===== src/particle_step_with_atlas_frame_top_macros.svh =====
// Assertion macros shared by the particle step RTL.
`ifndef PARTICLE_STEP_WITH_ATLAS_FRAME_TOP_MACROS_SVH
`define PARTICLE_STEP_WITH_ATLAS_FRAME_TOP_MACROS_SVH
`ifndef NO_ASSERTIONS
// Same-cycle implication; cons may open with a fixed delay.
`define PSAF_ASSERT_IMP(lbl, ck, rn, ante, cons) \
  lbl: assert property (@(posedge ck) disable iff (!rn) (ante) |-> cons) \
    else $error("psaf assertion failed");
// Next-cycle implication.
`define PSAF_ASSERT_NXT(lbl, ck, rn, ante, cons) \
  lbl: assert property (@(posedge ck) disable iff (!rn) (ante) |=> cons) \
    else $error("psaf assertion failed");
`else
`define PSAF_ASSERT_IMP(lbl, ck, rn, ante, cons)
`define PSAF_ASSERT_NXT(lbl, ck, rn, ante, cons)
`endif
`endif


===== src/psaf_udiv.sv =====
// Pipelined restoring divider, one quotient bit per stage, with sideband.
module psaf_udiv #(
  parameter int N_W    = 8,
  parameter int D_W    = 8,
  parameter int Q_W    = 8,
  parameter int SIDE_W = 1
) (
  input  logic              clk,
  input  logic              rst_n,
  input  logic              valid_i,
  input  logic [N_W-1:0]    num_i,
  input  logic [D_W-1:0]    den_i,
  input  logic [SIDE_W-1:0] side_i,
  output logic              valid_o,
  output logic [Q_W-1:0]    quo_o,
  output logic [D_W-1:0]    rem_o,
  output logic [SIDE_W-1:0] side_o
);

  logic              vld_r  [N_W];
  logic [D_W-1:0]    rem_r  [N_W];
  logic [Q_W-1:0]    quo_r  [N_W];
  logic [N_W-1:0]    num_r  [N_W];
  logic [D_W-1:0]    den_r  [N_W];
  logic [SIDE_W-1:0] side_r [N_W];

  for (genvar s = 0; s < N_W; s++) begin : g_step
    logic              vld_in;
    logic [D_W-1:0]    rem_in;
    logic [D_W-1:0]    den_in;
    logic [Q_W-1:0]    quo_in;
    logic [N_W-1:0]    num_in;
    logic [SIDE_W-1:0] sb_in;
    logic [D_W:0]      trial;
    logic [D_W:0]      diff;
    logic              ge;
    logic [Q_W:0]      quo_ext;
    logic [N_W:0]      num_ext;

    if (s == 0) begin : g_first
      assign vld_in = valid_i;
      assign rem_in = '0;
      assign quo_in = '0;
      assign num_in = num_i;
      assign den_in = den_i;
      assign sb_in  = side_i;
    end else begin : g_chain
      assign vld_in = vld_r[s-1];
      assign rem_in = rem_r[s-1];
      assign quo_in = quo_r[s-1];
      assign num_in = num_r[s-1];
      assign den_in = den_r[s-1];
      assign sb_in  = side_r[s-1];
    end

    // bring down the next dividend bit and try a subtract
    assign trial   = {rem_in, num_in[N_W-1]};
    assign diff    = trial - {1'b0, den_in};
    assign ge      = trial >= {1'b0, den_in};
    assign quo_ext = {quo_in, ge};
    assign num_ext = {num_in, 1'b0};

    always_ff @(posedge clk) begin
      if (!rst_n) begin
        vld_r[s] <= 1'b0;
      end else begin
        vld_r[s] <= vld_in;
      end
    end

    always_ff @(posedge clk) begin
      rem_r[s]  <= ge ? diff[D_W-1:0] : trial[D_W-1:0];
      quo_r[s]  <= quo_ext[Q_W-1:0];
      num_r[s]  <= num_ext[N_W-1:0];
      den_r[s]  <= den_in;
      side_r[s] <= sb_in;
    end
  end

  assign valid_o = vld_r[N_W-1];
  assign quo_o   = quo_r[N_W-1];
  assign rem_o   = rem_r[N_W-1];
  assign side_o  = side_r[N_W-1];

endmodule


===== config.mk =====
export PLATFORM = sky130hd
export DESIGN_NAME = psaf_udiv
export DESIGN_NICKNAME = d
export VERILOG_FILES = /design/src/particle_step_with_atlas_frame_top_macros.svh /design/src/psaf_udiv.sv
export SDC_FILE = /design/constraint.sdc
export NUM_CORES = 1
export LEC_CHECK = 0
export BUFFER_PORTS_ARGS = -buffer_cell sky130_fd_sc_hd__clkbuf_2
export CORE_ASPECT_RATIO = 1.75
export CORE_MARGIN = 2
export CORE_UTILIZATION = 55
export CTS_CLUSTER_SIZE = 10
export DETAILED_ROUTE_END_ITERATION = 16
export GPL_TIMING_DRIVEN = 0
export PLACE_DENSITY = 0.8
export SLEW_MARGIN = 20
export SYNTH_ARGS = -nofsm -noshare
export SYNTH_HDL_FRONTEND = slang
export SYNTH_SLANG_ARGS = --single-unit

===== constraint.sdc =====
create_clock -name clk -period 2.7 [get_ports clk]
set_input_delay 0 -clock clk [delete_from_list [all_inputs] [get_ports clk]]
set_output_delay 0 -clock clk [all_outputs]
set_load 0.005 [all_outputs]

==> results of run 1 <==
==> metal layers <==
metal,up-vias,routed length (µm)
met5,-,0
met4,0,509
met3,41,294
met2,90,8660
met1,2434,4440
li1,2513,-
==> per-stage QoR <==
| stage | instance area (µm²) | setup slack [ns] |
|---|---|---|
| final | 9000 | 0.468 |
| after global routing | 9000 | 0.353 |
| after CTS | 9000 | 0.458 |
| after detailed placement | 8200 | 0.504 |
| after global placement | 8200 | 0.534 |
| after floorplan | 7790 | 0.746 |
==> flip-flops by register name (all words and copies together), names as in the netlist <==
name,count
num_r,28
rem_r,64
den_r,56
quo_r,36
vld_r,8
side_r,8
==> final cells by class <==
| class | instances | area (µm²) |
|---|---|---|
| Multi-Input combinational cell | 385 | 3380 |
| Inverter | 84 | 315 |
| Tap cell | 177 | 221 |
| Timing Repair Buffer | 57 | 385 |
| Fill cell | 1046 | 4840 |
| Sequential cell | 200 | 4000 |
| Buffer | 12 | 97.6 |
| Clock inverter | 13 | 154 |
| Clock buffer | 19 | 443 |
==> cell usage after synthesis (all sizes together) (10+ instances only) <==
master / number / area, µm²
a211oi: 11 / 108
nor3: 23 / 115
mux2i: 14 / 140
nor2: 28 / 113
o21ai: 13 / 65.1
nand2: 12 / 45.0
inv: 84 / 315
nand3: 13 / 65.1
xnor2: 22 / 193
ha: 58 / 726
dfxtp: 200 / 4000
a21o: 21 / 164
mux2: 40 / 563
a21oi: 19 / 98.9
nand2b: 10 / 62.6
o21a: 12 / 90.1
==> worst paths after layout <==
kind / startpoint / endpoint / slack, ns / cells after the start
worst max-delay path: num_r[2][6] / rem_r[0][30] / 0.47 / 8
worst max register to register: num_r[2][6] / rem_r[0][30] / 0.47 / 8
worst min register to register: quo_r[1][10] / quo_r[1][19] / 0.32 / 0
worst min-delay path: num_i[6] / num_r[0][6] / 0.21 / 2
==> cell families (layout without fill, tap and decap cells) <==
group / after synthesis / count (layout) / synth area share, %
DFF: 200 / 200 / 51.4
and+or+nand+nor: 124 / 124 / 8.30
AOI/OAI and AO/OA: 119 / 119 / 12.3
buffers and inverters: 96 / 185 / 5.30
adders and majority gates: 65 / 65 / 11.1
muxes: 54 / 54 / 9.02
xor gates and xnor gates: 23 / 23 / 2.58
==> power by group <==
| part | switching [mW] | internal [mW] |
|---|---|---|
| logic | 1.35 | 1.44 |
| clock network | 1.17 | 1.35 |
| registers | 0.187 | 3.40 |
| total | 2.71 | 6.19 |
==> timing repair <==
item / CTS / global route
hold buffers: 20 / 0
setup endpoints to repair: 0 / 0
hold endpoints to repair: 33 / 0
==> run metrics, run 1 <==
commonest non-fill, non-tap cells in the layout sky130_fd_sc_hd__dfxtp_1 (200), sky130_fd_sc_hd__inv_1 (84), sky130_fd_sc_hd__ha_1 (58), sky130_fd_sc_hd__clkbuf_2 (41), sky130_fd_sc_hd__mux2_4 (30); global routing met3 resource utilization 4.38%; cell-by-cell listing of the critical path inv_1 > ha_1 > fa_1 > nor2b_1 > o31a_1 > nor4_1 > a311o_1 > mux2_4; effective utilization at floorplan between 50% and 60%; largest net degree at the start of global routing 20; final hold viol count 0; final instance count without filler cells 947; horizontal die dimension 94.0 µm; Worst Hold Class primary input to flop; Clock Pin Slew Worst Setup and Hold Paths 0.07 ns; areal power density over the cells between 900 and 1000 mW/mm²; share of flip-flops with an asynchronous set or reset 0%; count of synthesis-stage warnings from yosys 0; Clock Path Buffers 2; netlist area before placement 0.00779 mm²; Die H 161 µm; Final Cycle Share between 80% and 90%; most frequent standard cell in the layout excluding fill and tap cells sky130_fd_sc_hd__dfxtp_1; total nets after synthesis about 770; Max-slew headroom 68.2%; wire length of the first global-routing pass 23.3 mm; number of nets still failing antenna checks after routing 0; static leakage around 4.4 nW; number of buffers inserted by port buffering 37; post_cts resized 0; clock latency on the worst-skew pair around 0.43 ns; placed cell count 895; RePlAce Congestion 0.918; Final Power 8.90 mW; residual overflow from global routing 0; total wire length after detailed routing about 14 mm; run status finished, final reports clean; count of clock tree sinks 200; initial antenna violation count 0; biggest cell delay along the critical path 0.41 ns; capturing element type of the critical path flop; Slew @ Worst Pin 0.473 ns; initial drt markers 165; data arrival at the endpoint of the critical path approximately 2.6 ns; Max rail drop VDD ~0.52 mV; Worst Hold Slack approximately 0.21 ns; H-tree depth reported by CTS 4; post-synthesis sequential element count 200; highest attainable clock frequency between 0.4 and 0.5 GHz; kind of start point of the critical path flop; final core utilization 65.0%; number of global-route vias before repair 5479; mean area per synthesized cell 11.4 µm²; die outline area 0.0152 mm²; Setup Fix Bufs, Post-CTS 0; Setup TNS 0 ns; count of flip-flops with a built-in enable after synthesis 0; count of inserted antenna diode cells 0; overall fraction of global-route tracks in use 19.7%; vias post-DR 5078; clock root buffer master sky130_fd_sc_hd__clkbuf_16; critical path's top delay family adder cells; met1 demand-to-capacity share in global routing 14.8%; global-route track usage on met2 41.3%; routing layer with the top usage in global route met2; wire per inst 14.7 µm; buffers and inverters on the worst path 1; Critical Path Slowest Stage Cell sky130_fd_sc_hd__fa_1; number of CTS-inserted buffers 17; setup repair after global routing missed its margin false; worst clock skew 0.00942 ns; growth of design area from synthesis to finish 15.4%; floorplan core area 0.0138 mm²; net count of the finished layout 842; clock tree from TritonCTS yes; final setup violation count 0; vias per inst 5.36; floorplan row count 57; total DRC errors in the routed layout 0; Top FF cell, synth sky130_fd_sc_hd__dfxtp_1; worst setup path category flop to flop; peak fanout along the critical path 3; fraction of layout instances using a drive strength above 1 a little under a fifth; data required time of the critical path a little over 3 ns; HPWL after detailed placement 10.4 mm; post-synth cell types 50; Final Slew Violations 0; Max Cap Viol 0; min cycle time layout between 2 and 2.5 ns; sequential cell area fraction in the yosys report approximately half; iteration count of the initial detailed-routing pass 5; synthesized instance count 681; count of boundary I/O pins 38
Note: power is estimated with default switching activity, not from simulation.
==> inputs of run 2 (changes only) <==
--- a/config.mk
+++ b/config.mk
@@ -12,7 +12,7 @@
 export CTS_CLUSTER_SIZE = 10
 export DETAILED_ROUTE_END_ITERATION = 16
 export GPL_TIMING_DRIVEN = 0
-export PLACE_DENSITY = 0.8
+export PLACE_DENSITY = 0.83
 export SLEW_MARGIN = 20
 export SYNTH_ARGS = -nofsm -noshare
 export SYNTH_HDL_FRONTEND = slang
==> constraint.sdc (replaced) <==
create_clock -name clk -period 2 [get_ports clk]
set_input_delay 0 -clock clk [delete_from_list [all_inputs] [get_ports clk]]
set_output_delay 0 -clock clk [all_outputs]
set_load 0.005 [all_outputs]
==> run metrics, run 2 (synthesis gave the netlist of run 1 again) <==
run status finished with violations; violated checks negative setup slack; overall fraction of global-route tracks in use 24.2%; power spent charging and discharging nets 4.60 mW; area of combinational cells with multiple inputs between 0.004 and 0.005 mm²; floorplan row count 57; Final Cycle Share 104%; worst-case setup margin in the final layout -0.0796 ns; number of global-route vias before repair 6132; reg2reg path depth 8; count of boundary I/O pins 38; final core utilization 74.0%; share of power burned in combinational logic 38.7%; timing startpoint of the critical path den_r[2][2]; Max Cap Viol 0; static leakage about 4.7 nW; residual overflow from global routing 0; vias post-DR about 5700; final instance count without filler cells between 1000 and 1500; destination of the critical timing path rem_r[1][15]; wire length of the first global-routing pass 28.3 mm; fraction of layout instances using a drive strength above 1 39.0%; share of total power in sequential cells between 30% and 40%; count of inserted antenna diode cells 0; minimum setup slack among reg-to-reg paths -0.08 ns; commonest non-fill, non-tap cells in the layout sky130_fd_sc_hd__dfxtp_1 (175), sky130_fd_sc_hd__inv_1 (73), sky130_fd_sc_hd__buf_4 (53), sky130_fd_sc_hd__clkbuf_2 (37), sky130_fd_sc_hd__ha_4 (34); number of nets still failing antenna checks after routing 0; wire per inst 19.4 µm; Worst Hold Class primary input to flop; final hold viol count 0; Internal Pwr Total 9.23 mW; most frequent standard cell in the layout excluding fill and tap cells sky130_fd_sc_hd__dfxtp_1; RePlAce Congestion ~0.9; effective utilization at floorplan 56.3%; total DRC errors in the routed layout 0; Clock Path Buffers 2; count of clock tree sinks 200; number of buffers inserted by port buffering 37; initial drt markers 280; Largest register FFs 64; Worst Hold Slack 0.202 ns; H-tree depth reported by CTS 4; total wire length after detailed routing 19.4 mm; iteration count of the initial detailed-routing pass 7; net switching share of the total power 33.3%; data required time of the critical path 2.37 ns; end of the worst register-to-register path rem_r[1][15]; clock root buffer master sky130_fd_sc_hd__clkbuf_16; Final Slew Violations 0; final setup violation count 24; areal power density over the cells around 1400 mW/mm²; Clock Pin Slew Worst Setup and Hold Paths approximately 0.08 ns; vias per inst ~5.7; register with the highest flop count rem_r; number of CTS-inserted buffers 17; Max-slew headroom 66.1%; placed cell count 895; Slew @ Worst Pin 0.503 ns; number of fillers in the final layout 835; peak fanout along the critical path 5; sequential cell area in the final layout 0.00404 mm²; HPWL after detailed placement 10.5 mm; clock latency on the worst-skew pair 0.44 ns; kind of start point of the critical path flop; worst clock skew 0.0194 ns; initial antenna violation count 0; Setup TNS -0.710 ns; clock tree from TritonCTS yes; setup repair after global routing missed its margin true; growth of design area from synthesis to finish 31.4%; Largest regs rem_r x64, den_r x56, quo_r x36; capturing element type of the critical path flop; data arrival at the endpoint of the critical path 2.45 ns; Clock power frac 25.3%; Max rail drop VDD about 0.77 mV; Crit Reg-Reg Startpoint den_r[2][2]; largest net degree at the start of global routing 22; horizontal die dimension 94.0 µm; Die H 161 µm; worst setup path category flop to flop; die outline area 0.0152 mm²; floorplan core area between 0.01 and 0.015 mm²; net count of the finished layout 896; highest attainable clock frequency 0.481 GHz; min cycle time layout 2.08 ns
==> run 2: cell type report <==
class / instances / area share, %
multi-input cells: 385 / 40.2
flip-flops and latches: 200 / 39.4
repair buffers: 116 / 8.31
clock buffers: 17 / 4.15
inverters: 84 / 3.08
well taps: 177 / 2.16
clock inverters: 15 / 1.95
plain buffers: 7 / 0.708
==> run 2: timing repair <==
action | in CTS | in global routing
gates cloned | 2 | 0
resized for setup | 90 | 70
endpoints found under the hold margin | 33 | 0
hold buffers | 20 | 0
pin swaps | 43 | 33
setup buffers | 41 | 16
setup endpoints to repair | 50 | 55
==> run 2: how the worst min path moves through the flow <==
stage | start | end | slack [ns] | cells after the start
after floorplan | den_i[0] | den_r[0][0] | 0.03 | 0
after global placement | num_i[1] | num_r[0][1] | 0.10 | 1
after detailed placement | num_i[6] | num_r[0][6] | 0.10 | 1
after CTS | num_i[6] | num_r[0][6] | 0.19 | 2
after global routing | num_i[6] | num_r[0][6] | 0.19 | 2
final | num_i[6] | num_r[0][6] | 0.20 | 2
==> run 2: metrics by stage <==
step	power, mW	setup slack [ns]	instance area (µm²)
after global placement	8.41	-0.169	8200
after floorplan	7.82	0.0455	7790
after CTS	13.0	-0.0514	9840
final	13.8	-0.0796	10200
after global routing	14.4	-0.129	10200
after detailed placement	8.67	-0.214	8200
==> run 2: worst max-delay path, stage by stage, from the launching register on <==
cell	delay, ns
sky130_fd_sc_hd__dfxtp_1	0.33
sky130_fd_sc_hd__inv_1	0.07
sky130_fd_sc_hd__ha_4	0.25
sky130_fd_sc_hd__nor2_1	0.23
sky130_fd_sc_hd__a211oi_4	0.08
sky130_fd_sc_hd__buf_4	0.15
sky130_fd_sc_hd__o311a_2	0.37
sky130_fd_sc_hd__nor3_1	0.33
sky130_fd_sc_hd__mux2_4	0.22
==> run 2: power groups by stage <==
stage          registers [mW]  logic (mW)  clock network (mW)
6_report                 4.98        5.35                3.50
5_1_grt                  5.01        5.63                3.71
4_1_cts                  4.91        4.56                3.55
3_5_place_dp             4.93        3.74                   0
3_3_place_gp             4.90        3.51                   0
2_1_floorplan            4.87        2.95                   0
==> run 2: per-layer routing <==
metal | share of wire (%) | up-vias | track usage (%) | wire length [µm]
li1 | - | 2613 | - | -
met2 | 58 | 209 | 49.1 | 11300
met4 | 7.2 | 0 | 16.4 | 1400
met1 | 32 | 2750 | 19.2 | 6140
met5 | 0 | - | 0 | 0
met3 | 3.3 | 100 | 4.85 | 633
